### src/rtl/tct_pkg.sv
`timescale 1ns / 1ps
// ----------------------------------------------------------------------------
// TCP connection tracker package
// Table size, protocol constants and the shared types of the tracker.
// ----------------------------------------------------------------------------
package tct_pkg;

  localparam int CONN_ENTRIES = 16;
  localparam int IDX_W        = $clog2(CONN_ENTRIES);
  localparam int CNT_W        = $clog2(CONN_ENTRIES + 1);

  localparam logic [31:0] OWN_ADDRESS_RESET = 32'd167772687;
  localparam logic [31:0] ISN_RECEIVED      = 32'd1000;
  localparam logic [15:0] EPHEMERAL_LOW     = 16'd49152;
  localparam logic [15:0] EPHEMERAL_HIGH    = 16'd65535;

  localparam int FLAG_FIN = 0;
  localparam int FLAG_SYN = 1;
  localparam int FLAG_ACK = 4;

  typedef enum logic [1:0] {
    OP_SEGMENT = 2'd0,
    OP_OPEN    = 2'd1,
    OP_SEND    = 2'd2,
    OP_CLOSE   = 2'd3
  } op_t;

  typedef enum logic [2:0] {
    STATUS_UPDATED         = 3'd0,
    STATUS_CREATED         = 3'd1,
    STATUS_NO_MATCH        = 3'd2,
    STATUS_TABLE_FULL      = 3'd3,
    STATUS_NOT_ESTABLISHED = 3'd4
  } status_t;

  typedef enum logic [2:0] {
    CS_SYN_SENT     = 3'd0,
    CS_SYN_RECEIVED = 3'd1,
    CS_ESTABLISHED  = 3'd2,
    CS_FIN_WAIT1    = 3'd3,
    CS_FIN_WAIT2    = 3'd4,
    CS_CLOSE_WAIT   = 3'd5,
    CS_NONE         = 3'd7
  } conn_state_t;

  typedef enum logic [1:0] {
    FSM_IDLE   = 2'd0,
    FSM_SCAN   = 2'd1,
    FSM_DECIDE = 2'd2
  } fsm_t;

  typedef struct packed {
    logic [31:0] remote_addr;
    logic [31:0] local_addr;
    logic [15:0] peer_port;
    logic [15:0] own_port;
    logic [31:0] send_seq;
    logic [31:0] ack;
    conn_state_t state;
  } entry_t;

  typedef struct packed {
    op_t         op;
    logic [31:0] remote_address;
    logic [31:0] local_address;
    logic [15:0] peer_port;
    logic [15:0] own_port;
    logic [31:0] sequence_in;
    logic [7:0]  tcp_flags;
    logic [15:0] payload_length;
  } item_t;

endpackage

### src/rtl/tct_channels_if.sv
`timescale 1ns / 1ps
// ----------------------------------------------------------------------------
// TCP connection tracker channels
// Event channel into the tracker and result channel out of it.
// ----------------------------------------------------------------------------
interface tct_req_if;
  logic        valid;
  logic        ready;
  logic [1:0]  op;
  logic [31:0] remote_address;
  logic [31:0] local_address;
  logic [15:0] peer_port;
  logic [15:0] own_port;
  logic [31:0] sequence_in;
  logic [7:0]  tcp_flags;
  logic [15:0] payload_length;

  modport source (
    output valid, op, remote_address, local_address, peer_port, own_port,
           sequence_in, tcp_flags, payload_length,
    input  ready
  );
  modport sink (
    input  valid, op, remote_address, local_address, peer_port, own_port,
           sequence_in, tcp_flags, payload_length,
    output ready
  );
endinterface

interface tct_rsp_if;
  logic        valid;
  logic        ready;
  logic [2:0]  status;
  logic [2:0]  conn_state;
  logic [3:0]  entry_index;
  logic [31:0] send_sequence;
  logic [31:0] ack_value;
  logic [15:0] assigned_port;

  modport source (
    output valid, status, conn_state, entry_index, send_sequence, ack_value,
           assigned_port,
    input  ready
  );
  modport sink (
    input  valid, status, conn_state, entry_index, send_sequence, ack_value,
           assigned_port,
    output ready
  );
endinterface

### src/rtl/tcp_connection_tracker.sv
`timescale 1ns / 1ps
// ----------------------------------------------------------------------------
// TCP connection tracker
// Connection table in a synchronous memory with one read and one write port, with a serial lookup.
// ----------------------------------------------------------------------------
// Each event beat produces one result beat. Entries fill the table from slot
// zero upwards and are never freed, so a fill count stands in for valid bits
// and no clearing pass is needed after reset. A segment, send or close event
// searches the filled slots newest first through the one memory read port,
// one slot per cycle, and stops at the first match; the result is then
// registered from the decide state. An open event does no search and goes
// from acceptance straight to the decide state. One event is in work at a
// time; the next is accepted once the result has been placed in the output
// register, so a result beat that is not taken holds the event in the decide
// state.
module tcp_connection_tracker
  import tct_pkg::*;
(
  input  logic        clk,
  input  logic        rst,
  input  logic        cfg_write,
  input  logic [31:0] cfg_data,
  tct_req_if.sink     req,
  tct_rsp_if.source   rsp
);

  entry_t             mem [CONN_ENTRIES];
  entry_t             rd_data;
  logic               rd_en;
  logic [IDX_W-1:0]   rd_addr;
  logic               wr_en;
  logic [IDX_W-1:0]   wr_addr;
  entry_t             wr_data;

  logic [31:0]        own_address;
  logic [CNT_W-1:0]   fill_count;
  logic [15:0]        ephemeral_port;
  fsm_t               state;
  fsm_t               state_next;
  item_t              item;
  logic [IDX_W-1:0]   chk_idx;
  logic [IDX_W-1:0]   chk_idx_next;
  logic               found;
  logic               found_next;
  logic [IDX_W-1:0]   slot;
  logic [IDX_W-1:0]   slot_next;
  logic               load_item;
  logic               commit;
  logic               fill_inc;
  logic               port_adv;

  logic               rsp_valid;
  logic [2:0]         rsp_status;
  logic [2:0]         rsp_conn_state;
  logic [3:0]         rsp_entry_index;
  logic [31:0]        rsp_send_sequence;
  logic [31:0]        rsp_ack_value;
  logic [15:0]        rsp_assigned_port;

  status_t            res_status;
  logic               res_ok;
  entry_t             res_ent;
  logic [IDX_W-1:0]   res_idx;
  logic               do_write;
  logic               do_fill;
  logic               do_port;
  entry_t             upd;
  logic               table_full;
  logic [IDX_W-1:0]   new_idx;
  logic               match;
  item_t              req_item;

  assign req_item = '{
    op:             op_t'(req.op),
    remote_address: req.remote_address,
    local_address:  req.local_address,
    peer_port:      req.peer_port,
    own_port:       req.own_port,
    sequence_in:    req.sequence_in,
    tcp_flags:      req.tcp_flags,
    payload_length: req.payload_length
  };

  assign req.ready = (state == FSM_IDLE);

  assign table_full = (fill_count == CNT_W'(CONN_ENTRIES));
  assign new_idx    = IDX_W'(fill_count);
  assign match      = (rd_data.remote_addr == item.remote_address) &&
                      (rd_data.own_port == item.own_port) &&
                      (rd_data.peer_port == item.peer_port);

  always_ff @(posedge clk) begin
    if (wr_en) begin
      mem[wr_addr] <= wr_data;
    end
    if (rd_en) begin
      rd_data <= mem[rd_addr];
    end
  end

  // Result of the event, worked out from the latched item and the entry read.
  always_comb begin
    res_status = STATUS_NO_MATCH;
    res_ok     = 1'b0;
    res_ent    = rd_data;
    res_idx    = slot;
    do_write   = 1'b0;
    do_fill    = 1'b0;
    do_port    = 1'b0;
    upd        = rd_data;
    unique case (item.op)
      OP_SEGMENT: begin
        if (item.tcp_flags[FLAG_SYN]) begin
          if (found) begin
            res_status = STATUS_UPDATED;
            res_ok     = 1'b1;
          end else if (table_full) begin
            res_status = STATUS_TABLE_FULL;
          end else begin
            upd = '{
              remote_addr: item.remote_address,
              local_addr:  item.local_address,
              peer_port:   item.peer_port,
              own_port:    item.own_port,
              send_seq:    ISN_RECEIVED,
              ack:         item.sequence_in + 32'd1,
              state:       CS_SYN_RECEIVED
            };
            res_status = STATUS_CREATED;
            res_ok     = 1'b1;
            res_ent    = upd;
            res_idx    = new_idx;
            do_write   = 1'b1;
            do_fill    = 1'b1;
          end
        end else if (found) begin
          upd.ack = item.sequence_in + 32'd1;
          if (item.tcp_flags[FLAG_ACK]) begin
            if (rd_data.state == CS_SYN_RECEIVED) begin
              upd.state = CS_ESTABLISHED;
            end else if (rd_data.state == CS_FIN_WAIT1) begin
              upd.state = CS_FIN_WAIT2;
            end
          end
          if (item.tcp_flags[FLAG_FIN]) begin
            upd.state = CS_CLOSE_WAIT;
          end
          res_status = STATUS_UPDATED;
          res_ok     = 1'b1;
          res_ent    = upd;
          do_write   = 1'b1;
        end
      end
      OP_OPEN: begin
        if (table_full) begin
          res_status = STATUS_TABLE_FULL;
        end else begin
          upd = '{
            remote_addr: item.remote_address,
            local_addr:  own_address,
            peer_port:   item.peer_port,
            own_port:    ephemeral_port,
            send_seq:    item.sequence_in + 32'd1,
            ack:         32'd0,
            state:       CS_SYN_SENT
          };
          res_status = STATUS_CREATED;
          res_ok     = 1'b1;
          res_ent    = upd;
          res_idx    = new_idx;
          do_write   = 1'b1;
          do_fill    = 1'b1;
          do_port    = 1'b1;
        end
      end
      OP_SEND: begin
        if (found) begin
          res_ok = 1'b1;
          if (rd_data.state != CS_ESTABLISHED) begin
            res_status = STATUS_NOT_ESTABLISHED;
          end else begin
            upd.send_seq = rd_data.send_seq + {16'd0, item.payload_length};
            res_status   = STATUS_UPDATED;
            res_ent      = upd;
            do_write     = 1'b1;
          end
        end
      end
      OP_CLOSE: begin
        if (found) begin
          upd.state  = CS_FIN_WAIT1;
          res_status = STATUS_UPDATED;
          res_ok     = 1'b1;
          res_ent    = upd;
          do_write   = 1'b1;
        end
      end
      default: begin
        res_status = STATUS_NO_MATCH;
      end
    endcase
  end

  always_comb begin
    state_next   = state;
    rd_en        = 1'b0;
    rd_addr      = chk_idx;
    chk_idx_next = chk_idx;
    found_next   = found;
    slot_next    = slot;
    load_item    = 1'b0;
    commit       = 1'b0;
    unique case (state)
      FSM_IDLE: begin
        if (req.valid) begin
          load_item  = 1'b1;
          found_next = 1'b0;
          if (req_item.op == OP_OPEN || fill_count == '0) begin
            state_next = FSM_DECIDE;
          end else begin
            rd_en        = 1'b1;
            rd_addr      = IDX_W'(fill_count - CNT_W'(1));
            chk_idx_next = rd_addr;
            state_next   = FSM_SCAN;
          end
        end
      end
      FSM_SCAN: begin
        if (match) begin
          found_next = 1'b1;
          slot_next  = chk_idx;
          state_next = FSM_DECIDE;
        end else if (chk_idx == '0) begin
          state_next = FSM_DECIDE;
        end else begin
          rd_en        = 1'b1;
          rd_addr      = chk_idx - IDX_W'(1);
          chk_idx_next = rd_addr;
        end
      end
      FSM_DECIDE: begin
        if (!rsp_valid || rsp.ready) begin
          commit     = 1'b1;
          state_next = FSM_IDLE;
        end
      end
      default: begin
        state_next = FSM_IDLE;
      end
    endcase
  end

  assign wr_en    = commit && do_write;
  assign wr_addr  = res_idx;
  assign wr_data  = upd;
  assign fill_inc = commit && do_fill;
  assign port_adv = commit && do_port;

  always_ff @(posedge clk) begin
    if (rst) begin
      state          <= FSM_IDLE;
      own_address    <= OWN_ADDRESS_RESET;
      fill_count     <= '0;
      ephemeral_port <= EPHEMERAL_LOW;
      found          <= 1'b0;
      rsp_valid      <= 1'b0;
    end else begin
      state <= state_next;
      found <= found_next;
      if (cfg_write) begin
        own_address <= cfg_data;
      end
      if (fill_inc) begin
        fill_count <= fill_count + CNT_W'(1);
      end
      if (port_adv) begin
        if (ephemeral_port == EPHEMERAL_HIGH) begin
          ephemeral_port <= EPHEMERAL_LOW;
        end else begin
          ephemeral_port <= ephemeral_port + 16'd1;
        end
      end
      if (commit) begin
        rsp_valid <= 1'b1;
      end else if (rsp.ready) begin
        rsp_valid <= 1'b0;
      end
    end
  end

  always_ff @(posedge clk) begin
    if (load_item) begin
      item <= req_item;
    end
    chk_idx <= chk_idx_next;
    slot    <= slot_next;
    if (commit) begin
      rsp_status <= res_status;
      if (res_ok) begin
        rsp_conn_state    <= res_ent.state;
        rsp_entry_index   <= 4'(res_idx);
        rsp_send_sequence <= res_ent.send_seq;
        rsp_ack_value     <= res_ent.ack;
        rsp_assigned_port <= res_ent.own_port;
      end else begin
        rsp_conn_state    <= CS_NONE;
        rsp_entry_index   <= 4'd0;
        rsp_send_sequence <= 32'd0;
        rsp_ack_value     <= 32'd0;
        rsp_assigned_port <= 16'd0;
      end
    end
  end

  assign rsp.valid         = rsp_valid;
  assign rsp.status        = rsp_status;
  assign rsp.conn_state    = rsp_conn_state;
  assign rsp.entry_index   = rsp_entry_index;
  assign rsp.send_sequence = rsp_send_sequence;
  assign rsp.ack_value     = rsp_ack_value;
  assign rsp.assigned_port = rsp_assigned_port;

endmodule
### src/flat_wrapper.sv
// flat-port wrapper written by rule: the top's interface ports become plain ports
module tcp_connection_tracker_flat import tct_pkg::*;
  (clk, rst, cfg_write, cfg_data, req_valid, req_op, req_remote_address, req_local_address, req_peer_port, req_own_port, req_sequence_in, req_tcp_flags, req_payload_length, req_ready, rsp_valid, rsp_status, rsp_conn_state, rsp_entry_index, rsp_send_sequence, rsp_ack_value, rsp_assigned_port, rsp_ready);
  tct_req_if req_i ();
  tct_rsp_if rsp_i ();
  input  logic clk;
  input  logic rst;
  input  logic cfg_write;
  input  logic [31:0] cfg_data;
  input wire logic [$bits(req_i.valid)-1:0] req_valid;
  input wire logic [$bits(req_i.op)-1:0] req_op;
  input wire logic [$bits(req_i.remote_address)-1:0] req_remote_address;
  input wire logic [$bits(req_i.local_address)-1:0] req_local_address;
  input wire logic [$bits(req_i.peer_port)-1:0] req_peer_port;
  input wire logic [$bits(req_i.own_port)-1:0] req_own_port;
  input wire logic [$bits(req_i.sequence_in)-1:0] req_sequence_in;
  input wire logic [$bits(req_i.tcp_flags)-1:0] req_tcp_flags;
  input wire logic [$bits(req_i.payload_length)-1:0] req_payload_length;
  output wire logic [$bits(req_i.ready)-1:0] req_ready;
  output wire logic [$bits(rsp_i.valid)-1:0] rsp_valid;
  output wire logic [$bits(rsp_i.status)-1:0] rsp_status;
  output wire logic [$bits(rsp_i.conn_state)-1:0] rsp_conn_state;
  output wire logic [$bits(rsp_i.entry_index)-1:0] rsp_entry_index;
  output wire logic [$bits(rsp_i.send_sequence)-1:0] rsp_send_sequence;
  output wire logic [$bits(rsp_i.ack_value)-1:0] rsp_ack_value;
  output wire logic [$bits(rsp_i.assigned_port)-1:0] rsp_assigned_port;
  input wire logic [$bits(rsp_i.ready)-1:0] rsp_ready;
  assign req_i.valid = req_valid;
  assign req_i.op = req_op;
  assign req_i.remote_address = req_remote_address;
  assign req_i.local_address = req_local_address;
  assign req_i.peer_port = req_peer_port;
  assign req_i.own_port = req_own_port;
  assign req_i.sequence_in = req_sequence_in;
  assign req_i.tcp_flags = req_tcp_flags;
  assign req_i.payload_length = req_payload_length;
  assign req_ready = req_i.ready;
  assign rsp_valid = rsp_i.valid;
  assign rsp_status = rsp_i.status;
  assign rsp_conn_state = rsp_i.conn_state;
  assign rsp_entry_index = rsp_i.entry_index;
  assign rsp_send_sequence = rsp_i.send_sequence;
  assign rsp_ack_value = rsp_i.ack_value;
  assign rsp_assigned_port = rsp_i.assigned_port;
  assign rsp_i.ready = rsp_ready;
  tcp_connection_tracker u_core (.clk(clk), .rst(rst), .cfg_write(cfg_write), .cfg_data(cfg_data), .req(req_i), .rsp(rsp_i));
endmodule
### config.mk
export PLATFORM = sky130hd
export DESIGN_NAME = tcp_connection_tracker_flat
export DESIGN_NICKNAME = d
export VERILOG_FILES = /design/src/rtl/tct_pkg.sv /design/src/rtl/tct_channels_if.sv /design/src/rtl/tcp_connection_tracker.sv /design/src/flat_wrapper.sv
export SDC_FILE = /design/constraint.sdc
export NUM_CORES = 2
export LEC_CHECK = 0
export BUFFER_PORTS_ARGS = -buffer_cell sky130_fd_sc_hd__buf_2
export CORE_MARGIN = 10
export CORE_UTILIZATION = 62
export DETAILED_ROUTE_END_ITERATION = 8
export GPL_ROUTABILITY_DRIVEN = 0
export PLACE_DENSITY_LB_ADDON = 0.05
export SLEW_MARGIN = 20
export SYNTH_ARGS = -nofsm -noshare
export SYNTH_HDL_FRONTEND = slang
export SYNTH_SLANG_ARGS = --single-unit
### constraint.sdc
create_clock -name clk -period 13.47 [get_ports clk]
set_input_delay 0.6735 -clock clk [delete_from_list [all_inputs] [get_ports clk]]
set_output_delay 0.6735 -clock clk [all_outputs]
set_load 0.02 [all_outputs]
==> impl_metrics.ini <==
[route]
drc_errors = 0
firstDrtPassIters = 8
wl_per_cell_um = 28.0
viasPerCell = 6.34
wl_um = 263000
ant_nets = 0
vias = 59400
drt-initial-drc-count = 7953

[floorplanning]
die_area_um2 = 177000
rows = 146
core_um2 = 159000
initial_core_util_pct = 62.6
die_width_um = 420
io_pins = 283
die_h_um = 420

[clocking]
clockBufferDepth = 3
cts_num_sinks = 2467
ctsResizeCount = 0
numCtsBuffers = 234
clock_latency_ps = 860
cts_tree = built
postCtsSetupBuffers = 0
clk_pin_slew_ps = 60
root_buffer = clkbuf_16
htreeDepth = 4

[power]
powerDensity_nw_per_um2 = 168
p_leak_nw = 38.5
irDropWorstVdd_mv = 0.143

[synth]
ys_seq_area_share_pct = 74.3
netlist_area_um2 = 99300
synth_edf_count = 2438
synth_top_area_cell = edfxtp_1
postSynthAreaPerCell_um2 = 14.6
yosysMostFrequentCell = edfxtp_1
synth-seq-cells = 2467
synth_async_sr_flop_share_pct = 0
yosys-top-cells-count = edfxtp_1, nand2_1, mux2i_1
synth_nets = 7027
synth_top_area_share_pct = 73.7
synthFlopType = edfxtp_1
synth_area_leaders = edfxtp_1, nand2_1, mux2i_1
yosysWarningCount = 0
synth_cell_types = 84
synth_cells = 6813

[grt]
grt_pass1_wl_um = 380000
antenna_found_initial = 4
track_usage_pct = 29.2
gr-total-overflow = 0
grt_pass1_vias = 57100
grt_max_degree = 211

[setup_path]
crit_chain = xnor2_1 > nand4_1 > nor4_2 > nand4_2 > a21oi_1 > o31ai_4 > inv_8 > buf_4 > buf_4 > buf_4 > mux2i_1 > mux2i_1 > o22a_1 > o221a_2
slowest_delay_ps = 920
worstPathRequired_ps = 14080
critical_path.max_fanout = 122
critPathLaunchType = register
end_kind = register
worstPathArrival_ps = 7730
slowest_stage = xnor2_1
setup.worst_path.class = reg -> reg
cp_common_cell = buf_4

[placement]
dp_slack_ps = 6480
dp.cells = 8839
post-dp-hpwl_um = 138000
portBuffers = 212

[sta]
rsz0062_at_grt = no
slew_viol_final = 0
slew_headroom_pct = 16.4
finalCritPeriodShare_pct = 52.9
fin_setup_tns_ps = 0
hold_viol = 0
fmax_mhz = 140
worst_slack_ps = 6350
setup_viol = 0
min_period_ps = 7120
tightest_slew_ps = 1250
finalClockSkew_ps = 34.6

[status]
outcome = finished clean

[final_layout]
syn2layout_area_growth_pct = 11.6
layout.cells.non_filler = 9369
drive_gt1_share_pct = 11.2
layout.nets = 7310

[worst_hold_path]
hp-class = in -> reg

[flow_run]
drv_cap = 0
repair_timing:
item / 4_1_cts / 5_1_grt
endpoints found under the hold margin: 88 / 0
hold buffers: 88 / 0
setup endpoints to repair: 0 / 0
layer usage:
metal  vias up  share of wire [%]  track usage, %
li1      26200                  -               -
met1     29600                 39            40.8
met2      3008                 48            46.7
met3       535                9.1            4.35
met4         2                4.2            11.9
met5         -             0.0050               0
logic make-up after synthesis:
logic type	share of synthesized area, %
AOI/OAI and AO/OA	5.73
xor gates and xnor gates	1.08
adders and majority gates	0.297
buffers and inverters	2.15
DFF	74.3
muxes	5.93
and+or+nand+nor	10.5
metrics by stage:
step	instance area [µm²]	total power, mW	utilization (%)	hold slack, ps
after floorplan	99300	11.4	-	408
after global placement	102000	12.3	64.5	414
after detailed placement	102000	12.4	64.5	427
after CTS	111000	18.7	69.8	0.749
after global routing	111000	19.3	69.8	8.28
final	111000	18.7	69.8	34.8
cell type report:
type | count | area (µm²)
clock buffers | 285 | 6250
fillers | 10600 | 47900
repair buffers | 447 | 3150
well taps | 2072 | 2590
diodes | 4 | 10.0
multi-input cells | 3904 | 23700
clock inverters | 148 | 1170
inverters | 42 | 185
flip-flops and latches | 2467 | 73800
power breakdown:
part | total, mW | leakage [nW] | internal (mW) | switching [mW]
sequential | 8.76 | 22.4 | 8.70 | 0.0624
clock | 6.36 | 3.65 | 3.60 | 2.76
combinational | 3.54 | 12.4 | 1.23 | 2.31
total | 18.7 | 38.5 | 13.5 | 5.12
layout by cell type, fill, tap and decap left out, drive strengths merged, types with 21 or more instances in the layout:
cell / count
o22ai: 27
nand2: 1660
clkinv: 120
and2: 42
a31oi: 214
mux2i: 573
nand4: 33
inv: 46
dlygate4sd3: 88
dfxtp: 29
o21ai: 101
edfxtp: 2438
ha: 22
xor2: 40
a32o: 71
nor2: 122
o22a: 33
o221a: 32
a221o: 76
buf: 358
nand3: 243
nor3b: 21
a221oi: 33
xnor2: 82
clkbuf: 286
a21oi: 66
and3: 223
critical path: cells and delay by family (launching register included):
| kind | cells | cell delay [ps] |
|---|---|---|
| buf+inv | 4 | 3000 |
| compound gates | 4 | 840 |
| simple gates | 3 | 1130 |
| flops | 1 | 460 |
| xor+xnor | 1 | 920 |
| mux | 2 | 350 |
state kept, by name, indices dropped and copies added (netlist names):
register / flops
u_core.mem: 2096
u_core.rd_data: 131
u_core.item: 117
u_core.rsp.ack_value: 32
u_core.rsp.send_sequence: 32
u_core.ephemeral_port: 16
u_core.rsp.assigned_port: 16
u_core.fill_count: 5
u_core.chk_idx: 4
u_core.rsp.entry_index: 4
u_core.slot: 4
u_core.rsp.conn_state: 3
u_core.rsp.status: 3
u_core.state: 2
u_core.found: 1
u_core.rsp.valid: 1
path summary, 6_finish.rpt:
check                                              endpoint                  startpoint  slack [ps]  cells past startpoint
worst min register to register     u_core.slot[2]$_DFFE_PP_   u_core.chk_idx[2]$_DFF_P_         450                      0
worst min-delay path              u_core.item[38]$_DFFE_PP_         req_sequence_in[14]          30                      1
worst max-delay path            u_core.rd_data[7]$_DFFE_PP_  u_core.item[123]$_DFFE_PP_        6350                     14
worst max register to register  u_core.rd_data[7]$_DFFE_PP_  u_core.item[123]$_DFFE_PP_        6350                     14
No activity file was read; power rests on OpenSTA's default activity.
